**src/mcs_pkg.sv**
```systemverilog
// microstep coil sequencer: shared constants, codes and the precomputed duty curve
// no dependencies; imported by microstep_coil_sequencer_unit
`default_nettype none

package mcs_pkg;

	// microsteps per full step, range 8 to 16
	localparam int MICROSTEPS_PER_STEP = 16;
	localparam int PHASE_COUNT         = 4 * MICROSTEPS_PER_STEP;
	localparam int PHASE_W             = 6;
	localparam int OFS_W               = $clog2(MICROSTEPS_PER_STEP + 1);
	localparam int DUTY_W              = 12;
	localparam int POS_W               = 16;
	localparam int PATTERN_W           = 4;

	localparam logic [PHASE_W-1:0] PHASE_LAST = PHASE_W'(PHASE_COUNT - 1);

	// stream packing
	localparam int IN_DATA_W  = 8;
	localparam int OUT_DATA_W = 48;

	typedef enum logic {
		FUNC_STEP    = 1'b0,
		FUNC_RELEASE = 1'b1
	} func_t;

	typedef enum logic {
		DIR_FWD = 1'b0,
		DIR_BWD = 1'b1
	} dir_t;

	typedef enum logic {
		CFG_REV_LEN = 1'b0,
		CFG_TARGET  = 1'b1
	} cfg_idx_t;

	localparam logic [POS_W-1:0] REV_LEN_RESET = POS_W'(3200);
	localparam logic [POS_W-1:0] TARGET_RESET  = '0;

	// coil-direction pattern per quadrant
	localparam logic [PATTERN_W-1:0] PATTERN_Q0 = 4'h3;
	localparam logic [PATTERN_W-1:0] PATTERN_Q1 = 4'h6;
	localparam logic [PATTERN_W-1:0] PATTERN_Q2 = 4'hC;
	localparam logic [PATTERN_W-1:0] PATTERN_Q3 = 4'h9;
	localparam logic [PATTERN_W-1:0] PATTERN_OFF = 4'h0;

	// quarter sine, 17 points over 16 microsteps
	typedef logic [DUTY_W-1:0] sine_tab_t [0:16];
	localparam sine_tab_t QUARTER_SINE = '{
		12'd0,    12'd401,  12'd799,  12'd1189, 12'd1567, 12'd1930,
		12'd2275, 12'd2598, 12'd2896, 12'd3165, 12'd3405, 12'd3611,
		12'd3783, 12'd3919, 12'd4016, 12'd4075, 12'd4095
	};

	// curve resampled to the configured microstep count
	typedef logic [DUTY_W-1:0] curve_tab_t [0:MICROSTEPS_PER_STEP];

	function automatic curve_tab_t build_curve();
		curve_tab_t tab;
		for (int i = 0; i <= MICROSTEPS_PER_STEP; i++) begin
			tab[i] = QUARTER_SINE[(i * 16) / MICROSTEPS_PER_STEP];
		end
		return tab;
	endfunction

	localparam curve_tab_t CURVE_TAB = build_curve();

endpackage

`default_nettype wire

```
**src/microstep_coil_sequencer_unit.sv**
```systemverilog
// microstep coil sequencer top level: phase and position counters, duty lookup, output register
// depends on mcs_pkg
`default_nettype none

//  channel   | signals                              | direction | moves
//  ----------+--------------------------------------+-----------+------------------------------
//  s_axis    | tvalid, tready, tdata[7:0], tuser    | in        | step / release request
//  m_axis    | tvalid, tready, tdata[47:0]          | out       | duties, pattern, position
//  cfg       | valid, ready, index, data[15:0]      | in        | register write request
//
//  one request per clock while the output is not stalled; its result sits in the output register the cycle after accept
//  phase and position update at the accept edge, so back-to-back requests see fresh state
//  s_axis_tready drops only while a result is held and m_axis_tready is low
//  arst_n clears phase, position, output valid and reloads both config registers
//  cfg writes are always taken (cfg_ready tied high)

module microstep_coil_sequencer_unit
	import mcs_pkg::*;
(
	input  wire logic                  clk,
	input  wire logic                  arst_n,

	input  wire logic                  s_axis_tvalid,
	output      logic                  s_axis_tready,
	input  wire logic [IN_DATA_W-1:0]  s_axis_tdata,   // [0] direction, [7:1] zero
	input  wire logic                  s_axis_tuser,   // [0] func

	output      logic                  m_axis_tvalid,
	input  wire logic                  m_axis_tready,
	output      logic [OUT_DATA_W-1:0] m_axis_tdata,   // [11:0] duty_a, [23:12] duty_b,
	                                                   // [27:24] coil_pattern,
	                                                   // [43:28] position, [44] at_target,
	                                                   // [47:45] zero

	input  wire logic                  cfg_valid,
	output      logic                  cfg_ready,
	input  wire logic                  cfg_index,
	input  wire logic [POS_W-1:0]      cfg_data
);

	// config registers
	logic [POS_W-1:0] rev_len_q;
	logic [POS_W-1:0] target_q;

	// state
	logic [PHASE_W-1:0] phase_q;
	logic [POS_W-1:0]   pos_q;

	// output register
	logic                  out_valid_q;
	logic [OUT_DATA_W-1:0] out_data_q;

	logic in_acc;
	func_t func_in;
	dir_t  dir_in;

	logic [PHASE_W-1:0] phase_inc;
	logic [PHASE_W-1:0] phase_step;
	logic [PHASE_W-1:0] phase_nxt;

	logic [POS_W:0]     rev_len;
	logic [POS_W:0]     rev_len_m1;
	logic [POS_W:0]     pos_inc;
	logic [POS_W-1:0]   pos_step;
	logic [POS_W-1:0]   pos_nxt;

	logic [1:0]         quad;
	logic [PHASE_W-1:0] quad_base;
	logic [OFS_W-1:0]   ofs;
	logic [OFS_W-1:0]   ofs_mirror;
	logic [DUTY_W-1:0]  curve_fwd;
	logic [DUTY_W-1:0]  curve_rev;
	logic [DUTY_W-1:0]  duty_a;
	logic [DUTY_W-1:0]  duty_b;
	logic [PATTERN_W-1:0] pattern;
	logic               at_target;

	assign cfg_ready     = 1'b1;
	assign s_axis_tready = ~out_valid_q | m_axis_tready;
	assign in_acc        = s_axis_tvalid & s_axis_tready;
	assign func_in       = func_t'(s_axis_tuser);
	assign dir_in        = dir_t'(s_axis_tdata[0]);

	// phase counter, wraps at PHASE_COUNT
	always_comb begin
		phase_inc = phase_q + PHASE_W'(1);
		if (dir_in == DIR_FWD) begin
			phase_step = ({1'b0, phase_inc} >= (PHASE_W + 1)'(PHASE_COUNT)) ? '0 : phase_inc;
		end else begin
			phase_step = (phase_q == '0 || {1'b0, phase_q} >= (PHASE_W + 1)'(PHASE_COUNT))
				? PHASE_LAST : phase_q - PHASE_W'(1);
		end
		phase_nxt = (func_in == FUNC_STEP) ? phase_step : phase_q;
	end

	// position counter; a zero length means a full 16-bit revolution
	always_comb begin
		rev_len    = {(rev_len_q == '0), rev_len_q};
		rev_len_m1 = rev_len - (POS_W + 1)'(1);
		pos_inc    = {1'b0, pos_q} + (POS_W + 1)'(1);
		if (dir_in == DIR_FWD) begin
			pos_step = (pos_inc >= rev_len) ? '0 : pos_inc[POS_W-1:0];
		end else begin
			// also covers a position left beyond a lowered length
			pos_step = (pos_q == '0 || {1'b0, pos_q} > rev_len)
				? rev_len_m1[POS_W-1:0] : pos_q - POS_W'(1);
		end
		pos_nxt = (func_in == FUNC_STEP) ? pos_step : pos_q;
	end

	// quadrant and offset inside it, by compare against constant multiples
	always_comb begin
		priority if ({1'b0, phase_nxt} >= (PHASE_W + 1)'(3 * MICROSTEPS_PER_STEP)) begin
			quad      = 2'd3;
			quad_base = PHASE_W'(3 * MICROSTEPS_PER_STEP);
		end else if ({1'b0, phase_nxt} >= (PHASE_W + 1)'(2 * MICROSTEPS_PER_STEP)) begin
			quad      = 2'd2;
			quad_base = PHASE_W'(2 * MICROSTEPS_PER_STEP);
		end else if ({1'b0, phase_nxt} >= (PHASE_W + 1)'(MICROSTEPS_PER_STEP)) begin
			quad      = 2'd1;
			quad_base = PHASE_W'(MICROSTEPS_PER_STEP);
		end else begin
			quad      = 2'd0;
			quad_base = '0;
		end
	end

	always_comb begin
		logic [PHASE_W-1:0] diff;
		diff       = phase_nxt - quad_base;
		ofs        = diff[OFS_W-1:0];
		ofs_mirror = OFS_W'(MICROSTEPS_PER_STEP) - ofs;
		curve_fwd  = CURVE_TAB[ofs];
		curve_rev  = CURVE_TAB[ofs_mirror];
	end

	// even quadrants: coil A on the falling half, B rising; odd ones swap
	always_comb begin
		duty_a  = '0;
		duty_b  = '0;
		pattern = PATTERN_OFF;
		if (func_in == FUNC_STEP) begin
			duty_a = quad[0] ? curve_fwd : curve_rev;
			duty_b = quad[0] ? curve_rev : curve_fwd;
			unique case (quad)
				2'd0: pattern = PATTERN_Q0;
				2'd1: pattern = PATTERN_Q1;
				2'd2: pattern = PATTERN_Q2;
				2'd3: pattern = PATTERN_Q3;
				default: pattern = PATTERN_OFF;
			endcase
		end
	end

	assign at_target = (pos_nxt == target_q);

	// config registers
	always_ff @(posedge clk or negedge arst_n) begin
		if (!arst_n) begin
			rev_len_q <= REV_LEN_RESET;
			target_q  <= TARGET_RESET;
		end else if (cfg_valid && cfg_ready) begin
			unique case (cfg_idx_t'(cfg_index))
				CFG_REV_LEN: rev_len_q <= cfg_data;
				CFG_TARGET:  target_q  <= cfg_data;
				default: ;
			endcase
		end
	end

	// state update at request accept
	always_ff @(posedge clk or negedge arst_n) begin
		if (!arst_n) begin
			phase_q <= '0;
			pos_q   <= '0;
		end else if (in_acc) begin
			phase_q <= phase_nxt;
			pos_q   <= pos_nxt;
		end
	end

	// output register: valid flag with reset, payload without
	always_ff @(posedge clk or negedge arst_n) begin
		if (!arst_n) begin
			out_valid_q <= 1'b0;
		end else if (s_axis_tready) begin
			out_valid_q <= s_axis_tvalid;
		end
	end

	always_ff @(posedge clk) begin
		if (in_acc) begin
			out_data_q <= {3'b000, at_target, pos_nxt, pattern, duty_b, duty_a};
		end
	end

	assign m_axis_tvalid = out_valid_q;
	assign m_axis_tdata  = out_data_q;

`ifndef SYNTHESIS
	// phase never leaves its cycle
	a_phase_range: assert property (@(posedge clk) disable iff (!arst_n)
		{1'b0, phase_q} < (PHASE_W + 1)'(PHASE_COUNT))
		else $error("phase counter out of range");

	// a release leaves phase and position alone
	a_release_hold: assert property (@(posedge clk) disable iff (!arst_n)
		(in_acc && func_in == FUNC_RELEASE) |=> ($stable(phase_q) && $stable(pos_q)))
		else $error("release changed phase or position");

	// released coils carry no duty
	a_off_zero_duty: assert property (@(posedge clk) disable iff (!arst_n)
		(out_valid_q && out_data_q[27:24] == PATTERN_OFF)
		|-> (out_data_q[23:0] == 24'd0))
		else $error("duty present with coils off");

	// a pattern drives two coil inputs or none
	a_pattern_pair: assert property (@(posedge clk) disable iff (!arst_n)
		out_valid_q |-> ($countones(out_data_q[27:24]) == 2 ||
		                 $countones(out_data_q[27:24]) == 0))
		else $error("malformed coil pattern");
`endif

endmodule

`default_nettype wire

```
**config.mk**
```make
export PLATFORM = sky130hd
export DESIGN_NAME = microstep_coil_sequencer_unit
export DESIGN_NICKNAME = d
export VERILOG_FILES = /design/src/mcs_pkg.sv /design/src/microstep_coil_sequencer_unit.sv
export SDC_FILE = /design/constraint.sdc
export NUM_CORES = 1
export LEC_CHECK = 0
export ABC_CLOCK_PERIOD_IN_PS = 4600
export BUFFER_PORTS_ARGS = -buffer_cell sky130_fd_sc_hd__buf_2
export CORE_AREA = 2 2 166 168
export DETAILED_ROUTE_END_ITERATION = 12
export DIE_AREA = 0 0 168 170
export SETUP_SLACK_MARGIN = 0.4
export SLEW_MARGIN = 0
export SYNTH_ARGS = -nofsm -noshare
export SYNTH_HDL_FRONTEND = slang
export SYNTH_SLANG_ARGS = --single-unit
```
**constraint.sdc**
```tcl
create_clock -name clk -period 4.6 [get_ports clk]
set_clock_uncertainty 0.05 [all_clocks]
set_input_delay 0.46 -clock clk [delete_from_list [all_inputs] [get_ports clk]]
set_output_delay 0.46 -clock clk [all_outputs]
set_load 0.005 [all_outputs]
```
; ---- After elaboration in Yosys (flattened, before gate mapping)
; Memories as Yosys holds them, arrays and structs flattened.
; Cells that the tools add are included.
[totals]
regBits = 100
romBits = 768
output_inout_bits = 51
word_cells = 60
memories = 2
[memory_table]
columns = memory, depth, word_bits, rd, rd_clocked_by_memory_dff, write_ports, line_no
row1 = (no name shown), 32, 12, 1, 0, 0, microstep_coil_sequencer_unit.sv:134  ; curve_rev = CURVE_TAB[ofs_mirror];
row2 = (no name shown), 32, 12, 1, 0, 0, microstep_coil_sequencer_unit.sv:133  ; curve_fwd = CURVE_TAB[ofs];
[op_classes]
add_sub_neg = 7
magnitude_cmp = 7
eq_ne = 4
muxes = 20
bitwise_logic = 6
n_reduce_logical = 7
[ops]
columns = cell, n
row1 = $mux 12, 6
row2 = $mux 16, 4
row3 = $logic_not 16->1, 2
row4 = $sub 16x1->16 const B, 2
row5 = $ge 6x6->1 const B, 4
row6 = $mux 6, 3
row7 = $add 16x1->17 const B, 1
row8 = $ge 17x17->1, 1
row9 = $gt 16x17->1, 1
row10 = $eq 16x16->1, 1
row11 = $pmux 4 s4, 1
row12 = $mux 5, 3
row13 = $not 5->6, 2
row14 = $add 6x1->6 const B, 1
row15 = $ge 6x5->1 const B, 1
row16 = $logic_not 6->1, 1
row17 = $sub 6x1->6 const B, 1
row18 = $sub 5x5->5, 1
row19 = $sub 5x5->5 const A, 1
row20 = $eq 2x2->1 const B, 2
row21 = $mux 2, 2
row22 = $reduce_and 2->1, 2
row23 = $eq 2x1->1 const B, 1
row24 = $logic_not 2->1, 1
row25 = 5 further kinds, 6

; ---- Logic depth before layout (Yosys ltp)
[depth]
word_depth = 15
ltp_mapped = 22
ltp_nobuf = 18

; ---- Worst setup path before layout
; No wires, ideal clock.
[synth_path]
kind = register to register
startpoint = register rev_len_q[11]
endpoint = register out_data_q[44], in the netlist m_axis_tdata[44], data pin
setup_time_ns = 0.170
arrival_ns = 4.346
required_ns = 4.380
setup_slack_ns = 0.034
path_stages_with_launch = 21
n_path_buf = 3
synth_period_minus_slack_ns = 4.566
cell_sequence = dfstp_2 inv_1 ha_1 nand2_1 nor4_2 o31ai_1 and4_1 buf_2 o21ai_4 buf_4 mux2i_1 ha_1 clkbuf_1 nand2_1 xnor2_1 a211oi_2 a211oi_1 or4_1 a211o_1 or4_1 nor4_2
[synth_between]
elab_chain_len = 7
word_cells_on_any_way = 10
cone_classes = add/sub: 1 / order compare: 2 / eq/ne: 1 / mux: 4 / reduce/logical: 2
[synth_lines]
columns = element, line_no
row1 = "start, declared", microstep_coil_sequencer_unit.sv:42  ; logic [POS_W-1:0] rev_len_q;
row2 = "start signal, assigned", microstep_coil_sequencer_unit.sv:164  ; CFG_REV_LEN: rev_len_q <= cfg_data;
row3 = $logic_not 16->1, microstep_coil_sequencer_unit.sv:98  ; rev_len = {(rev_len_q == '0), rev_len_q};
row4 = $gt 16x17->1, microstep_coil_sequencer_unit.sv:105  ; pos_step = (pos_q == '0 || {1'b0, pos_q} > rev_len)
row5 = $logic_or 1x1->1, microstep_coil_sequencer_unit.sv:105
row6 = $mux 16, microstep_coil_sequencer_unit.sv:106  ; ? rev_len_m1[POS_W-1:0] : pos_q - POS_W'(1);
row7 = $mux 16 *, microstep_coil_sequencer_unit.sv:101  ; if (dir_in == DIR_FWD) begin
row8 = $mux 16 *, microstep_coil_sequencer_unit.sv:108  ; pos_nxt = (func_in == FUNC_STEP) ? pos_step : pos_q;
row9 = $eq 16x16->1 *, microstep_coil_sequencer_unit.sv:155  ; assign at_target = (pos_nxt == target_q);
row10 = named net at_target, microstep_coil_sequencer_unit.sv:76  ; logic at_target;
row11 = "end signal, assigned", microstep_coil_sequencer_unit.sv:193  ; out_data_q <= {3'b000, at_target, pos_nxt, pattern, duty_b, duty_a};
row12 = "end, declared", microstep_coil_sequencer_unit.sv:51  ; logic [OUT_DATA_W-1:0] out_data_q;
; The timed path passes the listed nets; every way through them passes the cells marked *.
; A chain may end at the register's enable or synchronous reset.

; ---- Final worst setup path
[layout_path]
startpoint = register rev_len_q[10]
endpoint = register out_data_q[44], in the netlist m_axis_tdata[44], data pin
; Same word-level chain as after synthesis.

==> flow_summary.ini <==
[critical_path]
crit_chain = inv_2 -> ha_4 -> nand2_2 -> nor4_4 -> buf_4 -> o31ai_4 -> and4_4 -> o21ai_4 -> mux2i_2 -> ha_2 -> buf_6 -> nand3_1 -> xnor2_1 -> a211oi_2 -> or4_1 -> a211o_1 -> or4_4 -> nor4_4
slowest_delay_ns = 0.56
rr_startpoint = rev_len_q[10]$_DFFE_PN1P_
path_class = reg2reg
critical_path.startpoint = rev_len_q[10]$_DFFE_PN1P_
cp.required_ns = 4.73
crit_top_cell = nor4_4
crit_path_start_kind = register
crit_slowest_cell = or4_4
critical_path_arrival_ns = 4.83
crit_fanout = 4
worstSetupEndpointType = register

[sta]
grt_setup_unrepaired = true
min_period_ns = 4.70
slew_headroom_pct = 32.9
finalSetupViolCount = 1
min_period_over_period_pct = 102
fin_tns_setup_ns = -0.103
final-max-slew-violation-count = 0
timing.fmax_mhz = 213
max_slew.worst_pin.slew_ns = 1.00
setup_ws_ns = -0.103
hold_violations = 0

[detailed_routing]
drt_pass1_iterations = 5
drtIter0Drc = 742
wl_per_cell_um = 18.4
vias = 7765
ant_nets = 0
routed_wirelength_um = 26600
drc = 0
vias_per_cell = 5.36

[pwr]
power.leakage_nw = 4.36
power_mw = 6.83
sw_frac_of_total_pct = 46.5
power_density_mw_per_mm2 = 664
netSwitchingPower_mw = 3.18
p_comb_share_pct = 66.6
p_seq_share_pct = 21.5
ir_worst_vdd_mv = 0.232
clkPwrFrac_pct = 11.8
p_int_mw = 3.65

[yosys]
synth_flop_cell = dfrtp_1
synthesis.area_mm2 = 0.00796
async_flop_share_pct = 55.0
syn_area_per_cell_um2 = 8.58
synth_edf_count = 45
seq_area_frac_synth_pct = 34.3
yosysTopAreaCell = edfxtp_1
yosys_warnings = 0
yosys.area.top_type_share_pct = 17.0
synthTopCellsByArea = edfxtp_1 (17%), dfrtp_1 (16%), ha_1 (7.5%), xnor2_1 (5.3%), nand2_1 (4.5%)
yosysUniqueCellTypes = 79
syn-instance-count = 928
ys_ff_latch = 100

[layout]
n_antenna_cell = 0
layout.nets = 1181
area_growth_pct = 29.2
multiInputGateArea_mm2 = 0.00509
layout_common_cells = buf_4 (147), nand2_1 (90), nor2_1 (78), buf_2 (70), o21ai_0 (63)
mostFrequentLayoutCell = buf_4
register_area_mm2 = 0.00274
fin_util_pct = 38.6
drive_gt1_share_pct = 31.0
fillers = 2661

[clocking]
clockBufferDepth = 2
hold_buffers = 0
cts_root_buffer = clkbuf_16
cts_tree = done
htreeDepth = 3
clkTransAtPathRegs_ns = 0.08
numCtsBuffers = 9
worstSkewPairLatency_ns = 0.36
cts_num_sinks = 100

[floorplan]
die_h_um = 170
row_count = 60
coreArea_mm2 = 0.0267
dieArea_mm2 = 0.0286
num_io_pins = 82
initial_core_util_pct = 29.9
dieWidth_um = 168

[run_status]
violations = negative setup slack
outcome = finished, violations left

[place]
gp_congestion = 0.953
place_hpwl_um = 20400
port_buffers = 70

[grt]
grt_max_degree = 56
grt_pass1_wl_um = 40600
grt_pass1_vias = 7297
antenna_found_initial = 1
grt_usage_pct = 18.4
gr-total-overflow = 0

[flow_run]
drv_cap = 0

[min_path]
hp-class = in2async
registers in the layout, summed over array words and instances, names as in the netlist:
register	count
phase_q	6
target_q	16
rev_len_q	16
m_axis_tvalid	1
m_axis_tdata	45
pos_q	16
per-layer routing:
metal / GRT usage, % / share of wire, % / wire, µm
met1: 24.7 / 45 / 11900
met2: 29.8 / 45 / 12100
met3: 3.16 / 6.8 / 1820
met4: 6.31 / 2.9 / 773
met5: 0 / 0 / 0
synthesized netlist by cell type (all sizes together), types with 10 or more instances:
master	instances
nand2	95
nor2	83
o21ai	67
dfrtp	52
ha	48
xnor2	48
a21oi	46
inv	46
edfxtp	45
clkbuf	41
mux2	30
nand3	29
nor3	28
buf	22
a211oi	20
and3	15
nand4	14
nor4	13
o211ai	12
xor2	12
or3	11
mux2i	10
power groups by stage:
stage / sequential, mW / clock (mW) / combinational, mW
after floorplan: 1.40 / 0 / 2.69
after CTS: 1.45 / 0.830 / 4.27
after detailed placement: 1.46 / 0 / 4.17
after global placement: 1.46 / 0 / 4.12
final: 1.47 / 0.808 / 4.55
after global routing: 1.49 / 0.864 / 4.95
worst max-delay path: cells and delay by family (launching register included):
kind	cells	cell delay [ns]
xor gates and xnor gates	1	0.25
buffers and inverters	3	0.36
AOI/OAI and AO/OA	4	0.67
muxes	1	0.25
DFF	1	0.54
and+or+nand+nor	7	1.93
adders and majority gates	2	0.49
cell families after synthesis:
logic type | count (synthesis) | share of synthesized area (%)
AO/OA/AOI/OAI | 237 | 19.7
XOR/XNOR | 60 | 6.60
adder cells (fa/ha/maj) | 48 | 7.55
buffers and inverters | 111 | 5.68
flip-flops | 100 | 34.3
multiplexers | 40 | 5.50
other | 2 | 0.0944
AND/OR/NAND/NOR | 330 | 20.5
area by class of cell:
type | instances | share of cell area [%]
clock inverters | 7 | 0.791
repair buffers | 224 | 15.0
inverters | 48 | 1.75
well taps | 341 | 4.15
flip-flops and latches | 100 | 26.6
clock buffers | 9 | 2.19
multi-input cells | 719 | 49.5
through the flow:
step           area (µm²)  hold WS, ns  std cells  setup WS, ns
2_1_floorplan        7980        0.114        930         0.199
3_3_place_gp         9550        0.444       1420        -0.148
3_5_place_dp         9550        0.448       1420        -0.136
4_1_cts              9980        0.217       1438       -0.0254
5_1_grt             10300        0.260       1448        -0.243
6_report            10300        0.183       1448        -0.103
final timing paths:
kind	to	slack (ns)	cells past startpoint
worst min register to register	target_q[2]$_DFFE_PN0P_	0.46	1
worst max register to register	m_axis_tdata[44]$_DFFE_PP_	-0.10	18
worst min-delay path	target_q[13]$_DFFE_PN0P_	0.18	2
worst max-delay path	m_axis_tdata[44]$_DFFE_PP_	-0.10	18
max in group asynchronous	pos_q[2]$_DFFE_PN0P_	3.76	2
min in group clk	rev_len_q[9]$_DFFE_PN0P_	0.27	3
timing repair:
action	4_1_cts	5_1_grt
cloned	0	0
buffers inserted	2	10
resized for setup	22	51
endpoints found under the setup margin	6	20
pin swaps	6	28
No activity file was read; power rests on OpenSTA's default activity.
